[src/positional_list_store_defines.svh]
// assertion macros shared by the positional list store rtl
// no dependencies; expects clk and rst_n in the including module
`ifndef POSITIONAL_LIST_STORE_DEFINES_SVH
`define POSITIONAL_LIST_STORE_DEFINES_SVH

// consequent must hold in the same cycle as the antecedent
`define PLS_ASSERT_NOW(name, ante, cons) \
    name: assert property (@(posedge clk) disable iff (!rst_n) (ante) |-> (cons)) \
        else $error("positional_list_store: same-cycle check failed");

// consequent must hold in the cycle after the antecedent
`define PLS_ASSERT_NEXT(name, ante, cons) \
    name: assert property (@(posedge clk) disable iff (!rst_n) (ante) |=> (cons)) \
        else $error("positional_list_store: next-cycle check failed");

`endif

[src/pls_pkg.sv]
// shared types and codes for the positional list store
// no dependencies
package pls_pkg;

    // field widths fixed by the interface
    localparam int VALUE_W = 32;
    localparam int POS_W   = 8;
    localparam int OCC_W   = 5;

    typedef logic [2:0] op_t;
    typedef logic [1:0] status_t;

    // operation codes
    localparam op_t OP_INS_FIRST = 3'd0;
    localparam op_t OP_INS_LAST  = 3'd1;
    localparam op_t OP_INS_AT    = 3'd2;
    localparam op_t OP_DEL_FIRST = 3'd3;
    localparam op_t OP_DEL_LAST  = 3'd4;
    localparam op_t OP_DEL_AT    = 3'd5;
    localparam op_t OP_DISPLAY   = 3'd6;
    localparam op_t OP_COUNT     = 3'd7;

    // result status codes
    localparam status_t ST_DONE    = 2'd0;
    localparam status_t ST_IGNORED = 2'd1;
    localparam status_t ST_FULL    = 2'd2;

endpackage

[src/positional_list_store.sv]
// positional list store: bounded ordered store of signed words with positional edits
// depends on pls_pkg and positional_list_store_defines.svh
//
// A word is taken when start is high and busy is low. Results come out one per
// strobe on result_valid and cannot be held off; last marks the final word of
// an item. The list lives in a memory with one write port and a registered read
// port, so each moved cell needs a read state and a write state. An insert walks
// down from the tail to its zero-based index and a delete walks up from it, one
// cell per read/write pair; display reads the elements out one at a time.
// Count, display of an empty list and every rejected op keep busy low and
// return their result in the next cycle. No clearing pass is needed after reset.
`include "positional_list_store_defines.svh"

module positional_list_store #(
    parameter int CAPACITY = 16
) (
    input  logic                         clk,
    input  logic                         rst_n,
    input  logic                         start,
    output logic                         busy,
    input  logic [2:0]                   op,
    input  logic signed [31:0]           value,
    input  logic [7:0]                   position,
    output logic                         result_valid,
    output logic signed [31:0]           element,
    output logic [4:0]                   occupancy,
    output logic [1:0]                   status,
    output logic                         last
);

    localparam int AW  = (CAPACITY > 1) ? $clog2(CAPACITY) : 1;
    localparam int CW  = $clog2(CAPACITY + 1);
    localparam int XW  = ((CW > pls_pkg::POS_W) ? CW : pls_pkg::POS_W) + 1;
    localparam int OW  = (CW > pls_pkg::OCC_W) ? CW : pls_pkg::OCC_W;

    typedef enum logic [6:0] {
        S_IDLE   = 7'b0000001,
        S_INS_RD = 7'b0000010,
        S_INS_WR = 7'b0000100,
        S_DEL_RD = 7'b0001000,
        S_DEL_WR = 7'b0010000,
        S_DSP_RD = 7'b0100000,
        S_DSP_OUT = 7'b1000000
    } state_t;

    state_t state_reg, state_next;
    logic [CW-1:0] fill_reg, fill_next;
    logic [CW-1:0] ptr_reg, ptr_next;
    logic [CW-1:0] idx_reg, idx_next;
    logic [pls_pkg::VALUE_W-1:0] value_reg, value_next;

    // list memory and its registered read port
    logic [pls_pkg::VALUE_W-1:0] cells [CAPACITY];
    logic [pls_pkg::VALUE_W-1:0] rd_data_reg;
    logic                        mem_we;
    logic [AW-1:0]               mem_waddr;
    logic [AW-1:0]               mem_raddr;
    logic [pls_pkg::VALUE_W-1:0] mem_wdata;

    // result word
    logic                        res_valid_reg, res_valid_next;
    logic [pls_pkg::VALUE_W-1:0] res_elem_reg, res_elem_next;
    logic [pls_pkg::OCC_W-1:0]   res_occ_reg, res_occ_next;
    pls_pkg::status_t            res_status_reg, res_status_next;
    logic                        res_last_reg, res_last_next;

    // widened views for position checks
    logic [XW-1:0] pos_x;
    logic [XW-1:0] fill_x;
    logic [OW-1:0] fill_occ;
    logic [CW-1:0] ptr_inc;
    logic [CW-1:0] ptr_dec;

    assign pos_x    = XW'(position);
    assign fill_x   = XW'(fill_reg);
    assign fill_occ = OW'(fill_next);
    assign ptr_inc  = ptr_reg + 1'b1;
    assign ptr_dec  = ptr_reg - 1'b1;

    assign busy         = (state_reg != S_IDLE);
    assign result_valid = res_valid_reg;
    assign element      = res_elem_reg;
    assign occupancy    = res_occ_reg;
    assign status       = res_status_reg;
    assign last         = res_last_reg;

    // sequencer: decode, then move cells one per read/write pair
    always_comb
    begin
        logic          do_ins;
        logic          do_del;
        logic          bad;
        logic [CW-1:0] tgt;

        do_ins          = 1'b0;
        do_del          = 1'b0;
        bad             = 1'b0;
        tgt             = '0;
        state_next      = state_reg;
        fill_next       = fill_reg;
        ptr_next        = ptr_reg;
        idx_next        = idx_reg;
        value_next      = value_reg;
        mem_we          = 1'b0;
        mem_waddr       = ptr_reg[AW-1:0];
        mem_raddr       = ptr_reg[AW-1:0];
        mem_wdata       = rd_data_reg;
        res_valid_next  = 1'b0;
        res_elem_next   = '0;
        res_status_next = pls_pkg::ST_DONE;
        res_last_next   = 1'b1;

        unique case (state_reg)
            S_IDLE:
            begin
                if (start)
                begin
                    value_next = value;
                    case (op)
                        pls_pkg::OP_INS_FIRST:
                        begin
                            do_ins = 1'b1;
                            tgt    = '0;
                        end
                        pls_pkg::OP_INS_LAST:
                        begin
                            do_ins = 1'b1;
                            tgt    = fill_reg;
                        end
                        pls_pkg::OP_INS_AT:
                        begin
                            bad    = (pos_x == '0) || (pos_x > fill_x + 1'b1);
                            do_ins = !bad;
                            tgt    = CW'(pos_x - 1'b1);
                        end
                        pls_pkg::OP_DEL_FIRST:
                        begin
                            bad    = (fill_reg == '0);
                            do_del = !bad;
                            tgt    = '0;
                        end
                        pls_pkg::OP_DEL_LAST:
                        begin
                            bad    = (fill_reg == '0);
                            do_del = !bad;
                            tgt    = fill_reg - 1'b1;
                        end
                        pls_pkg::OP_DEL_AT:
                        begin
                            bad    = (pos_x == '0) || (pos_x > fill_x);
                            do_del = !bad;
                            tgt    = CW'(pos_x - 1'b1);
                        end
                        pls_pkg::OP_DISPLAY:
                        begin
                            if (fill_reg == '0)
                            begin
                                res_valid_next = 1'b1;
                            end
                            else
                            begin
                                ptr_next   = '0;
                                state_next = S_DSP_RD;
                            end
                        end
                        default:
                        begin
                            res_valid_next = 1'b1;
                        end
                    endcase

                    if (bad)
                    begin
                        res_valid_next  = 1'b1;
                        res_status_next = pls_pkg::ST_IGNORED;
                    end
                    else if (do_ins && (fill_reg == CW'(CAPACITY)))
                    begin
                        res_valid_next  = 1'b1;
                        res_status_next = pls_pkg::ST_FULL;
                    end
                    else if (do_ins)
                    begin
                        ptr_next   = fill_reg;
                        idx_next   = tgt;
                        state_next = S_INS_RD;
                    end
                    else if (do_del)
                    begin
                        ptr_next   = tgt;
                        state_next = S_DEL_RD;
                    end
                end
            end

            // walk down from the tail, opening a gap at the target
            S_INS_RD:
            begin
                if (ptr_reg == idx_reg)
                begin
                    mem_we         = 1'b1;
                    mem_waddr      = idx_reg[AW-1:0];
                    mem_wdata      = value_reg;
                    fill_next      = fill_reg + 1'b1;
                    res_valid_next = 1'b1;
                    state_next     = S_IDLE;
                end
                else
                begin
                    mem_raddr  = ptr_dec[AW-1:0];
                    state_next = S_INS_WR;
                end
            end

            S_INS_WR:
            begin
                mem_we     = 1'b1;
                mem_waddr  = ptr_reg[AW-1:0];
                ptr_next   = ptr_dec;
                state_next = S_INS_RD;
            end

            // walk up from the target, closing the gap
            S_DEL_RD:
            begin
                if (ptr_inc == fill_reg)
                begin
                    fill_next      = fill_reg - 1'b1;
                    res_valid_next = 1'b1;
                    state_next     = S_IDLE;
                end
                else
                begin
                    mem_raddr  = ptr_inc[AW-1:0];
                    state_next = S_DEL_WR;
                end
            end

            S_DEL_WR:
            begin
                mem_we     = 1'b1;
                mem_waddr  = ptr_reg[AW-1:0];
                ptr_next   = ptr_inc;
                state_next = S_DEL_RD;
            end

            // read out one element per pass
            S_DSP_RD:
            begin
                mem_raddr  = ptr_reg[AW-1:0];
                state_next = S_DSP_OUT;
            end

            S_DSP_OUT:
            begin
                res_valid_next = 1'b1;
                res_elem_next  = rd_data_reg;
                res_last_next  = (ptr_inc == fill_reg);
                if (ptr_inc == fill_reg)
                begin
                    state_next = S_IDLE;
                end
                else
                begin
                    ptr_next   = ptr_inc;
                    state_next = S_DSP_RD;
                end
            end

            default:
            begin
                state_next = S_IDLE;
            end
        endcase

        res_occ_next = fill_occ[pls_pkg::OCC_W-1:0];
    end

    // control registers
    always_ff @(posedge clk or negedge rst_n)
    begin
        if (!rst_n)
        begin
            state_reg     <= S_IDLE;
            fill_reg      <= '0;
            res_valid_reg <= 1'b0;
        end
        else
        begin
            state_reg     <= state_next;
            fill_reg      <= fill_next;
            res_valid_reg <= res_valid_next;
        end
    end

    // working and result payload registers
    always_ff @(posedge clk)
    begin
        ptr_reg        <= ptr_next;
        idx_reg        <= idx_next;
        value_reg      <= value_next;
        res_elem_reg   <= res_elem_next;
        res_occ_reg    <= res_occ_next;
        res_status_reg <= res_status_next;
        res_last_reg   <= res_last_next;
    end

    // list memory
    always_ff @(posedge clk)
    begin
        if (mem_we)
        begin
            cells[mem_waddr] <= mem_wdata;
        end
        rd_data_reg <= cells[mem_raddr];
    end

    // checks
    `PLS_ASSERT_NOW(a_fill_bound, 1'b1, fill_reg <= CW'(CAPACITY))
    `PLS_ASSERT_NEXT(a_idle_fill_stable, state_reg == S_IDLE, $stable(fill_reg))
    `PLS_ASSERT_NOW(a_more_words_follow, res_valid_reg && !res_last_reg, state_reg == S_DSP_RD)
    `PLS_ASSERT_NEXT(a_insert_reports, (state_reg == S_INS_RD) && (ptr_reg == idx_reg),
        res_valid_reg && (res_status_reg == pls_pkg::ST_DONE) && !busy)

endmodule

[config.mk]
export PLATFORM = sky130hd
export DESIGN_NAME = positional_list_store
export DESIGN_NICKNAME = d
export VERILOG_FILES = /design/src/pls_pkg.sv /design/src/positional_list_store.sv
export VERILOG_INCLUDE_DIRS = /design/src /design/src/src
export SDC_FILE = /design/constraint.sdc
export NUM_CORES = 1
export LEC_CHECK = 0
export ABC_AREA = 1
export BUFFER_PORTS_ARGS = -buffer_cell sky130_fd_sc_hd__clkbuf_2
export CORE_MARGIN = 4
export CORE_UTILIZATION = 45
export DETAILED_ROUTE_END_ITERATION = 8
export PLACE_DENSITY = 0.69
export SLEW_MARGIN = 25
export SYNTH_ARGS = -nofsm -noshare
export SYNTH_HDL_FRONTEND = slang
export SYNTH_SLANG_ARGS = --single-unit
[constraint.sdc]
create_clock -name clk -period 4.03 [get_ports clk]
set_input_delay 0.806 -clock clk [delete_from_list [all_inputs] [get_ports clk]]
set_output_delay 0.806 -clock clk [all_outputs]
set_load 0.01 [all_outputs]
# Word level (Yosys, flattened, before mapping)
# Memories as Yosys holds them, arrays and structs flattened. A register that Yosys moved wholly into a read port is not among the register bits.
# Index checks and enable logic that the tools add are counted.
# totals
regBits,95
ram_bits,512
in_bits,46
output_inout_bits,42
wordCells,115
memories,1
# memory_table
name,depth,word_bits,read_ports,rd_clocked_by_memory_dff,write_ports,line_no,text
cells,16,32,1,1,1,positional_list_store.sv:53,logic [pls_pkg::VALUE_W-1:0] cells [CAPACITY];
# op_classes
n_addsub,6
n_lt_le_gt_ge,2
n_eq_ne,19
mux,53
n_bitwise,4
n_reduce_logical,19
# ops
cell,count
$mux 32,2
$mux 5,11
$mux 7,7
$pmux 7 s7,1
$pmux 5 s4,1
$mux 4,4
$mux 1,15
$pmux 5 s3,1
$sub 5x1->5 const B,3
$add 5x1->5 const B,2
$eq 5x5->1,2
$pmux 5 s2,1
$eq 3x3->1 const B,3
$logic_not 9->1,1
$gt 8x5->1,1
$gt 8x6->1,1
$pmux 1 s2,4
$pmux 4 s2,1
$reduce_or 2->1,4
$eq 7x1->1 const B,1
$eq 7x2->1 const B,1
$eq 7x3->1 const B,1
$eq 7x4->1 const B,1
$eq 7x5->1 const B,1
25 further kinds,33

# Longest topological paths before layout
# Gate-level depths: netlist of the first run.
# logic_depth
ltp_word,12
ltp_mapped,20

# Least setup slack after synthesis of the first run
# OpenSTA, ideal clock, no wires.
# synth_path
kind,reg2reg
from,reg state_reg[0]
to,reg idx_reg[0] (enable)
arrival_ns,3.527
required_ns,3.649
setup_slack_ns,0.121
stages_incl_launch_ff,7
n_path_buf,0
cell_sequence,dfstp_2 -> inv_1 -> nor4_2 -> inv_1 -> nor2_1 -> inv_1 -> nor4_1
# synth_between
elab_chain_len,2
# synth_rtl
element,line_no,text
start: declaration,positional_list_store.sv:46,"state_t state_reg, state_next;"
start signal: assignment,positional_list_store.sv:290,state_reg <= state_next;
$eq 7x1->1,positional_list_store.sv:113,unique case (state_reg)
$reduce_and 5->1 (no source line),n/a,
end signal: assignment,positional_list_store.sv:300,idx_reg <= idx_next;
end: declaration,positional_list_store.sv:49,"logic [CW-1:0] idx_reg, idx_next;"
# No other way between the ends.
# A chain may end at the register's enable or synchronous reset.

# Final worst setup path of the first run
# layout_path
from,reg ptr_reg[0]
to,reg rd_data_reg[4] (netlist bit) (read register of cells)
# layout_between
elab_chain_len,4
elab_cells_between_ends,7
# layout_rtl
element,line_no,text
start: declaration,positional_list_store.sv:48,"logic [CW-1:0] ptr_reg, ptr_next;"
start signal: assignment,positional_list_store.sv:299,ptr_reg <= ptr_next;
$add 5x1->5,positional_list_store.sv:77,assign ptr_inc = ptr_reg + 1'b1;
$eq 5x5->1,positional_list_store.sv:226,if (ptr_inc == fill_reg)
$mux 4,positional_list_store.sv:226,
$pmux 4 s2 (*),positional_list_store.sv:113,
end: declaration,positional_list_store.sv:54,logic [pls_pkg::VALUE_W-1:0] rd_data_reg;
# Every way passes the cells marked *; elsewhere a longest branch is shown, timed or not.

==> run_results.csv, run 1 <==
group,metric,value,unit
clock_tree,cts_tree,"done",
final_layout,final_cell_mix,"nand2_1, nand3_1, edfxtp_1, inv_1, clkbuf_2",
detailed_routing,drt_iter0_drc,1849,
clock_tree,cts_hold_buf,0,
detailed_routing,firstDrtPassIters,6,
worst_setup_path,cp_cell_sequence,"inv_2 -> ha_1 -> inv_1 -> nand2_1 -> nand4_1 -> nor2_1 -> nand3_2 -> nand2_4 -> nand2_4 -> o211ai_1 -> buf_4 -> nand3_1 -> nand3_1 -> nand2_1",
pwr,p_comb_frac,0.370,
synth,synth-async-reset-ratio,0.02034,
detailed_routing,drc,0,
run,drv_cap,0,
final_layout,fillers,5174,
grt,grt_max_degree,129,
synth,syn_inst,2657,
clock_tree,cts_root_buf,"clkbuf_16",
clock_tree,h-tree-depth,3,
grt,track_usage,0.2044,
synth,synth_area_per_cell,10.39,sq um
timing,relSlewSlack,0.3404,
final_layout,nets,2807,
worst_setup_path,crit_required,4.51,ns
pwr,pwr-share-seq,0.367,
timing,period_minus_slack,3.422,ns
final_layout,layout_commonest_cell,"nand2_1",
synth,synth_edf_count,554,
timing,timing.fmax,292.3,MHz
floorplanning,fp.dieH,255.7,microns
floorplanning,ioPinCount,88,
synth,synth_cell_types,42,
place,place_congestion,0.9172,
final_layout,largest_register_ffs,512,
timing,finalSetupTns,0,ns
hold_path,hold_path_class,"input pin to async pin",
pwr,p_switching,8.936,mW
worst_setup_path,cp-end-kind,"flop",
synth,ys_seq_area_frac,0.6667,
pwr,sw_frac_of_total,0.3778,
detailed_routing,avgRoutedWirePerCell,19.01,microns
pwr,power_leakage,13.08,nW
final_layout,regMostFlops,"cells",
worst_setup_path,crit_type,"flop to flop",
clock_tree,cts_setup_buffers,0,
pwr,p_clk_frac,0.262,
floorplanning,core-area,0.06058,sq mm
grt,antenna_found_initial,1,
pwr,power_density,753.9,mW/mm^2
clock_tree,numCtsBuffers,68,
final_layout,antennaDiodeCount,0,
clock_tree,path_clk_slew,0.06,ns
timing,grt_setup_unrepaired,"false",
detailed_routing,vias,19250,
worst_setup_path,worstSetupStartpointType,"flop",
clock_tree,cts.sinks,639,
clock_tree,post_cts_resized,0,
timing,slew_violations,0,
timing,timing.final.crit_share,0.8490,
floorplanning,design.die.area,0.06537,sq mm
final_layout,syn2layout_area_growth,13.63,%
pwr,p_int,14.71,mW
synth,syn_nets,2719,
grt,grt_first_pass_wirelength,105700,microns
final_layout,postLayoutCoreUtil,0.5178,
grt,grt.overflow.total,0,
detailed_routing,avgViaCountPerCell,5.373,
clock_tree,cts_buffer_depth,3,
timing,hold_viol,0,
synth,synth_seq_cells,639,
synth,synth-main-ff-cell,"edfxtp_1",
worst_setup_path,crit_slowest_cell,"buf_4",
clock_tree,clk_latency,0.60,ns
floorplanning,row_count,90,
worst_setup_path,cp.arrival,3.90,ns
synth,netlist_area,0.02761,sq mm
worst_setup_path,crit_fanout,64,
detailed_routing,wl,68110,microns
place,dp_hpwl,35820,microns
final_layout,drive_above_1_share,0.1171,
pwr,vdd_drop_max,0.0009086,V
place,port_buffers,87,
timing,worst_pin_slew,0.9894,ns
floorplanning,start_util,0.4557,
grt,grt_pass1_vias,18730,
synth,yosys_warnings,0,
timing,hold_slack,0.1186,ns
outcome,outcome,"complete, no violations",
worst_setup_path,slowest_delay,0.82,ns
detailed_routing,final_antenna_net_count,0,
timing,finalClockSkew,0.01582,ns
timing,setup_viol_count_final,0,
floorplanning,fp.dieW,255.7,microns
## critical path: cells and delay by family (launching register included)
family	cells	cell delay [ns]
adders and majority gates	1	0.39
DFF	1	0.58
buffers and inverters	3	1.05
and+or+nand+nor	9	1.02
AOI/OAI and AO/OA	1	0.25
## cells in the mapped netlist, types with 4 or more instances
master,count,share of area
ha_1,16,0.0073
buf_8,9,0.0049
nand3_1,610,0.11
a21oi_1,11,0.0020
clkbuf_1,24,0.0033
xor2_1,10,0.0032
inv_2,13,0.0018
nand2_1,673,0.092
o211ai_1,4,0.0011
nand4_1,5,0.0011
nor2_1,81,0.011
nand2_4,5,0.0020
nand2_2,9,0.0020
nor4_1,4,0.00091
buf_2,85,0.015
inv_1,352,0.048
buf_6,12,0.0049
dfxtp_1,72,0.052
buf_4,13,0.0035
dfrtp_1,12,0.011
o22ai_1,4,0.00091
o21ai_0,46,0.0083
nor3_1,7,0.0013
o221ai_1,4,0.0013
edfxtp_1,554,0.60
## through the flow
step | cells | instance area (sq um) | setup WS [ns] | power [mW]
2_1_floorplan | 2657 | 27610 | 0.1212 | 15.15
3_3_place_gp | 3457 | 29150 | 0.7942 | 17.26
3_5_place_dp | 3457 | 29150 | 0.6747 | 17.49
4_1_cts | 3583 | 31370 | 0.6484 | 23.71
5_1_grt | 3583 | 31370 | 0.2809 | 25.06
6_report | 3583 | 31370 | 0.6084 | 23.65
## kinds of logic (layout without fill, tap and decap cells)
group / count (synthesis) / in the layout / share of synthesized area
AND/OR/NAND/NOR: 1405 / 1405 / 0.2249
flip-flops: 639 / 639 / 0.6667
XOR/XNOR: 11 / 11 / 0.003490
AO/OA/AOI/OAI: 76 / 76 / 0.01573
buffers and inverters: 510 / 654 / 0.08190
adder cells (fa/ha/maj): 16 / 16 / 0.007252
## routing by layer
| layer | track usage | routed length, microns |
|---|---|---|
| met1 | 0.2737 | 27840 |
| met2 | 0.3386 | 33050 |
| met3 | 0.03453 | 5452 |
| met4 | 0.07405 | 1773 |
| met5 | 0 | 0 |
## worst paths after layout
check                                       to             from  slack (ns)  cells past startpoint
worst max-delay path            rd_data_reg[4]       ptr_reg[0]        0.61                     14
worst min-delay path               fill_reg[1]            rst_n        0.12                      1
worst max register to register  rd_data_reg[4]       ptr_reg[0]        0.61                     14
worst min register to register     element[16]  rd_data_reg[16]        0.44                      2
max in group asynchronous         state_reg[0]            rst_n        3.58                      1
min in group clk                 value_reg[12]        value[12]        0.38                      1
## layout make-up
| cell class | instances | area [sq um] | share of cell area |
|---|---|---|---|
| flip-flops and latches | 639 | 18400 | 0.5867 |
| multi-input cells | 1508 | 7118 | 0.2269 |
| clock buffers | 87 | 1834 | 0.05847 |
| inverters | 365 | 1373 | 0.04376 |
| repair buffers | 163 | 1281 | 0.04084 |
| well taps | 782 | 978.4 | 0.03119 |
| clock inverters | 39 | 380.4 | 0.01213 |
## power groups by stage
stage                     Clock [mW]  Sequential [mW]  Combinational, mW
after detailed placement           0             8.82               8.68
after floorplan                    0             8.75               6.40
after CTS                       6.31             8.69               8.71
final                           6.20             8.69               8.76
after global placement             0             8.82               8.44
after global routing            6.60             8.72               9.74
No activity file was read; power rests on OpenSTA's default activity.
==> run 2, diff against run 1 <==
- clock period: 4.03 -> 2.75 ns (I/O delays scaled with it)
==> run_results.csv, run 2 (synthesis gave the netlist of run 1 again) <==
group,metric,value,unit
floorplanning,design.die.area,0.06537,sq mm
worst_setup_path,worstSetupStartpoint,"fill_reg[1]",
pwr,p_switching,13.60,mW
detailed_routing,firstDrtPassIters,5,
place,port_buffers,87,
floorplanning,row_count,90,
final_layout,nets,2903,
grt,track_usage,0.2089,
worst_setup_path,critPathCapture,"ptr_reg[4]",
floorplanning,start_util,0.4557,
clock_tree,h-tree-depth,3,
place,post_dp_cell_area,0.03002,sq mm
timing,worst_pin_slew,0.7440,ns
hold_path,hold_path_depth,1,
final_layout,largest_register_ffs,512,
worst_setup_path,reg2reg_to,"ptr_reg[4]",
worst_setup_path,r2r_cells,17,
floorplanning,core-area,0.06058,sq mm
detailed_routing,vias,19800,
timing,finalClockSkew,0.02988,ns
run,drv_cap,0,
worst_setup_path,crit_required,3.10,ns
pwr,pwr-share-seq,0.346,
final_layout,regMostFlops,"cells",
timing,finalSetupTns,0,ns
worst_setup_path,crit_fanout,6,
floorplanning,fp.dieH,255.7,microns
timing,relSlewSlack,0.5002,
grt,grt_pass1_vias,19240,
final_layout,postLayoutCoreUtil,0.5436,
grt,antenna_found_initial,0,
clock_tree,cts.sinks,639,
worst_setup_path,r2r-start,"fill_reg[1]",
clock_tree,numCtsBuffers,69,
final_layout,design_area,0.03293,sq mm
pwr,power,36.61,mW
place,pre_cts_slack,0.01325,ns
clock_tree,path_clk_slew,0.06,ns
worst_setup_path,cp-end-kind,"flop",
final_layout,drive_above_1_share,0.1547,
worst_setup_path,cp.arrival,3.00,ns
timing,grt_setup_unrepaired,"true",
final_layout,syn2layout_area_growth,19.29,%
pwr,power_density,1112,mW/mm^2
timing,hold_slack,0.1174,ns
timing,period_minus_slack,2.653,ns
final_layout,final_cell_mix,"nand2_1, nand3_1, edfxtp_1, inv_1, buf_4",
final_layout,layout_commonest_cell,"nand2_1",
final_layout,final_cells,3677,
clock_tree,cts_buffer_depth,3,
worst_setup_path,worstSetupStartpointType,"flop",
timing,slew_violations,0,
detailed_routing,drc,0,
timing,fin_ws,0.09747,ns
floorplanning,ioPinCount,88,
outcome,outcome,"complete, no violations",
timing,timing.final.crit_share,0.9646,
worst_setup_path,r2r_slack,0.1,ns
detailed_routing,avgRoutedWirePerCell,19.46,microns
timing,setup_viol_count_final,0,
timing,timing.fmax,377.0,MHz
pwr,sw_frac_of_total,0.3714,
floorplanning,fp.dieW,255.7,microns
place,place_congestion,0.8905,
timing,hold_viol,0,
clock_tree,cts_tree,"done",
grt,grt.overflow.total,0,
pwr,p_clk_frac,0.255,
detailed_routing,final_antenna_net_count,0,
worst_setup_path,crit_type,"flop to flop",
detailed_routing,avgViaCountPerCell,5.385,
hold_path,hold_path_class,"input pin to flop",
grt,grt_first_pass_wirelength,108100,microns
grt,grt_max_degree,89,
place,place_inst,3523,
clock_tree,cts_root_buf,"clkbuf_16",
place,dp_hpwl,39180,microns
pwr,p_int,23.01,mW
pwr,power_leakage,13.82,nW
clock_tree,clk_latency,0.61,ns
pwr,vdd_drop_max,0.001054,V
detailed_routing,wl,71560,microns
final_layout,antennaDiodeCount,0,
detailed_routing,drt_iter0_drc,1857,
pwr,p_comb_frac,0.399,
==> run 2: metal layers <==
| layer | wire length, microns | track usage | vias to the layer above | part of all wire |
|---|---|---|---|---|
| met1 | 28930 | 0.2806 | 9504 | 0.40 |
| met3 | 6152 | 0.03404 | 134 | 0.086 |
| met4 | 1747 | 0.06933 | 0 | 0.024 |
| met5 | 0 | 0 | - | 0 |
| met2 | 34730 | 0.3490 | 909 | 0.49 |
| li1 | - | - | 9255 | - |
==> run 2: worst max-delay path, stage by stage, from the launching register on <==
cell and delay [ns]:
dfrtp_2 0.45, ha_4 0.17, nand3_2 0.10, xor2_2 0.20
ha_1 0.29, nand2_1 0.06, nor2_2 0.10, nand4_1 0.13
nand2_2 0.10, nand2_1 0.06, o21ai_2 0.17, nand2_1 0.15
inv_1 0.15, nor2_4 0.06, nand2_1 0.07, nand2_1 0.05
nand2_1 0.05, nand2_1 0.05
==> run 2: worst min-delay path by stage <==
stage | startpoint | end
floorplan | rst_n | fill_reg[0]
global route | value[3] | value_reg[3]
global placement | rd_data_reg[19] | element[19]
finish | value[9] | value_reg[9]
CTS | value[17] | value_reg[17]
detailed placement | rd_data_reg[21] | element[21]
==> run 2: what timing repair did <==
item,in CTS,in global routing
buffers inserted,0,19
gates resized for setup,2,51
hold buffers,1,0
setup endpoints to repair,2,126
hold endpoints to repair,12,0
cloned,0,9
pin swaps,0,16
==> run 2: power groups by stage <==
stage          Sequential, mW  Combinational (mW)  Clock [mW]
3_3_place_gp             12.9                13.5           0
6_report                 12.7                14.6        9.35
3_5_place_dp             12.9                13.8           0
2_1_floorplan            12.8                9.41           0
5_1_grt                  12.7                16.1        9.92
4_1_cts                  12.7                13.8        9.50
==> run 2: area by class of cell <==
type                            instances  area, sq um
Multi-Input combinational cell       1509         7282
Clock inverter                         28        344.1
Inverter                              365         1380
Tap cell                              782        978.4
Sequential cell                       639        18410
Clock buffer                           97         1943
Fill cell                            5097        27650
Timing Repair Buffer                  257         2595
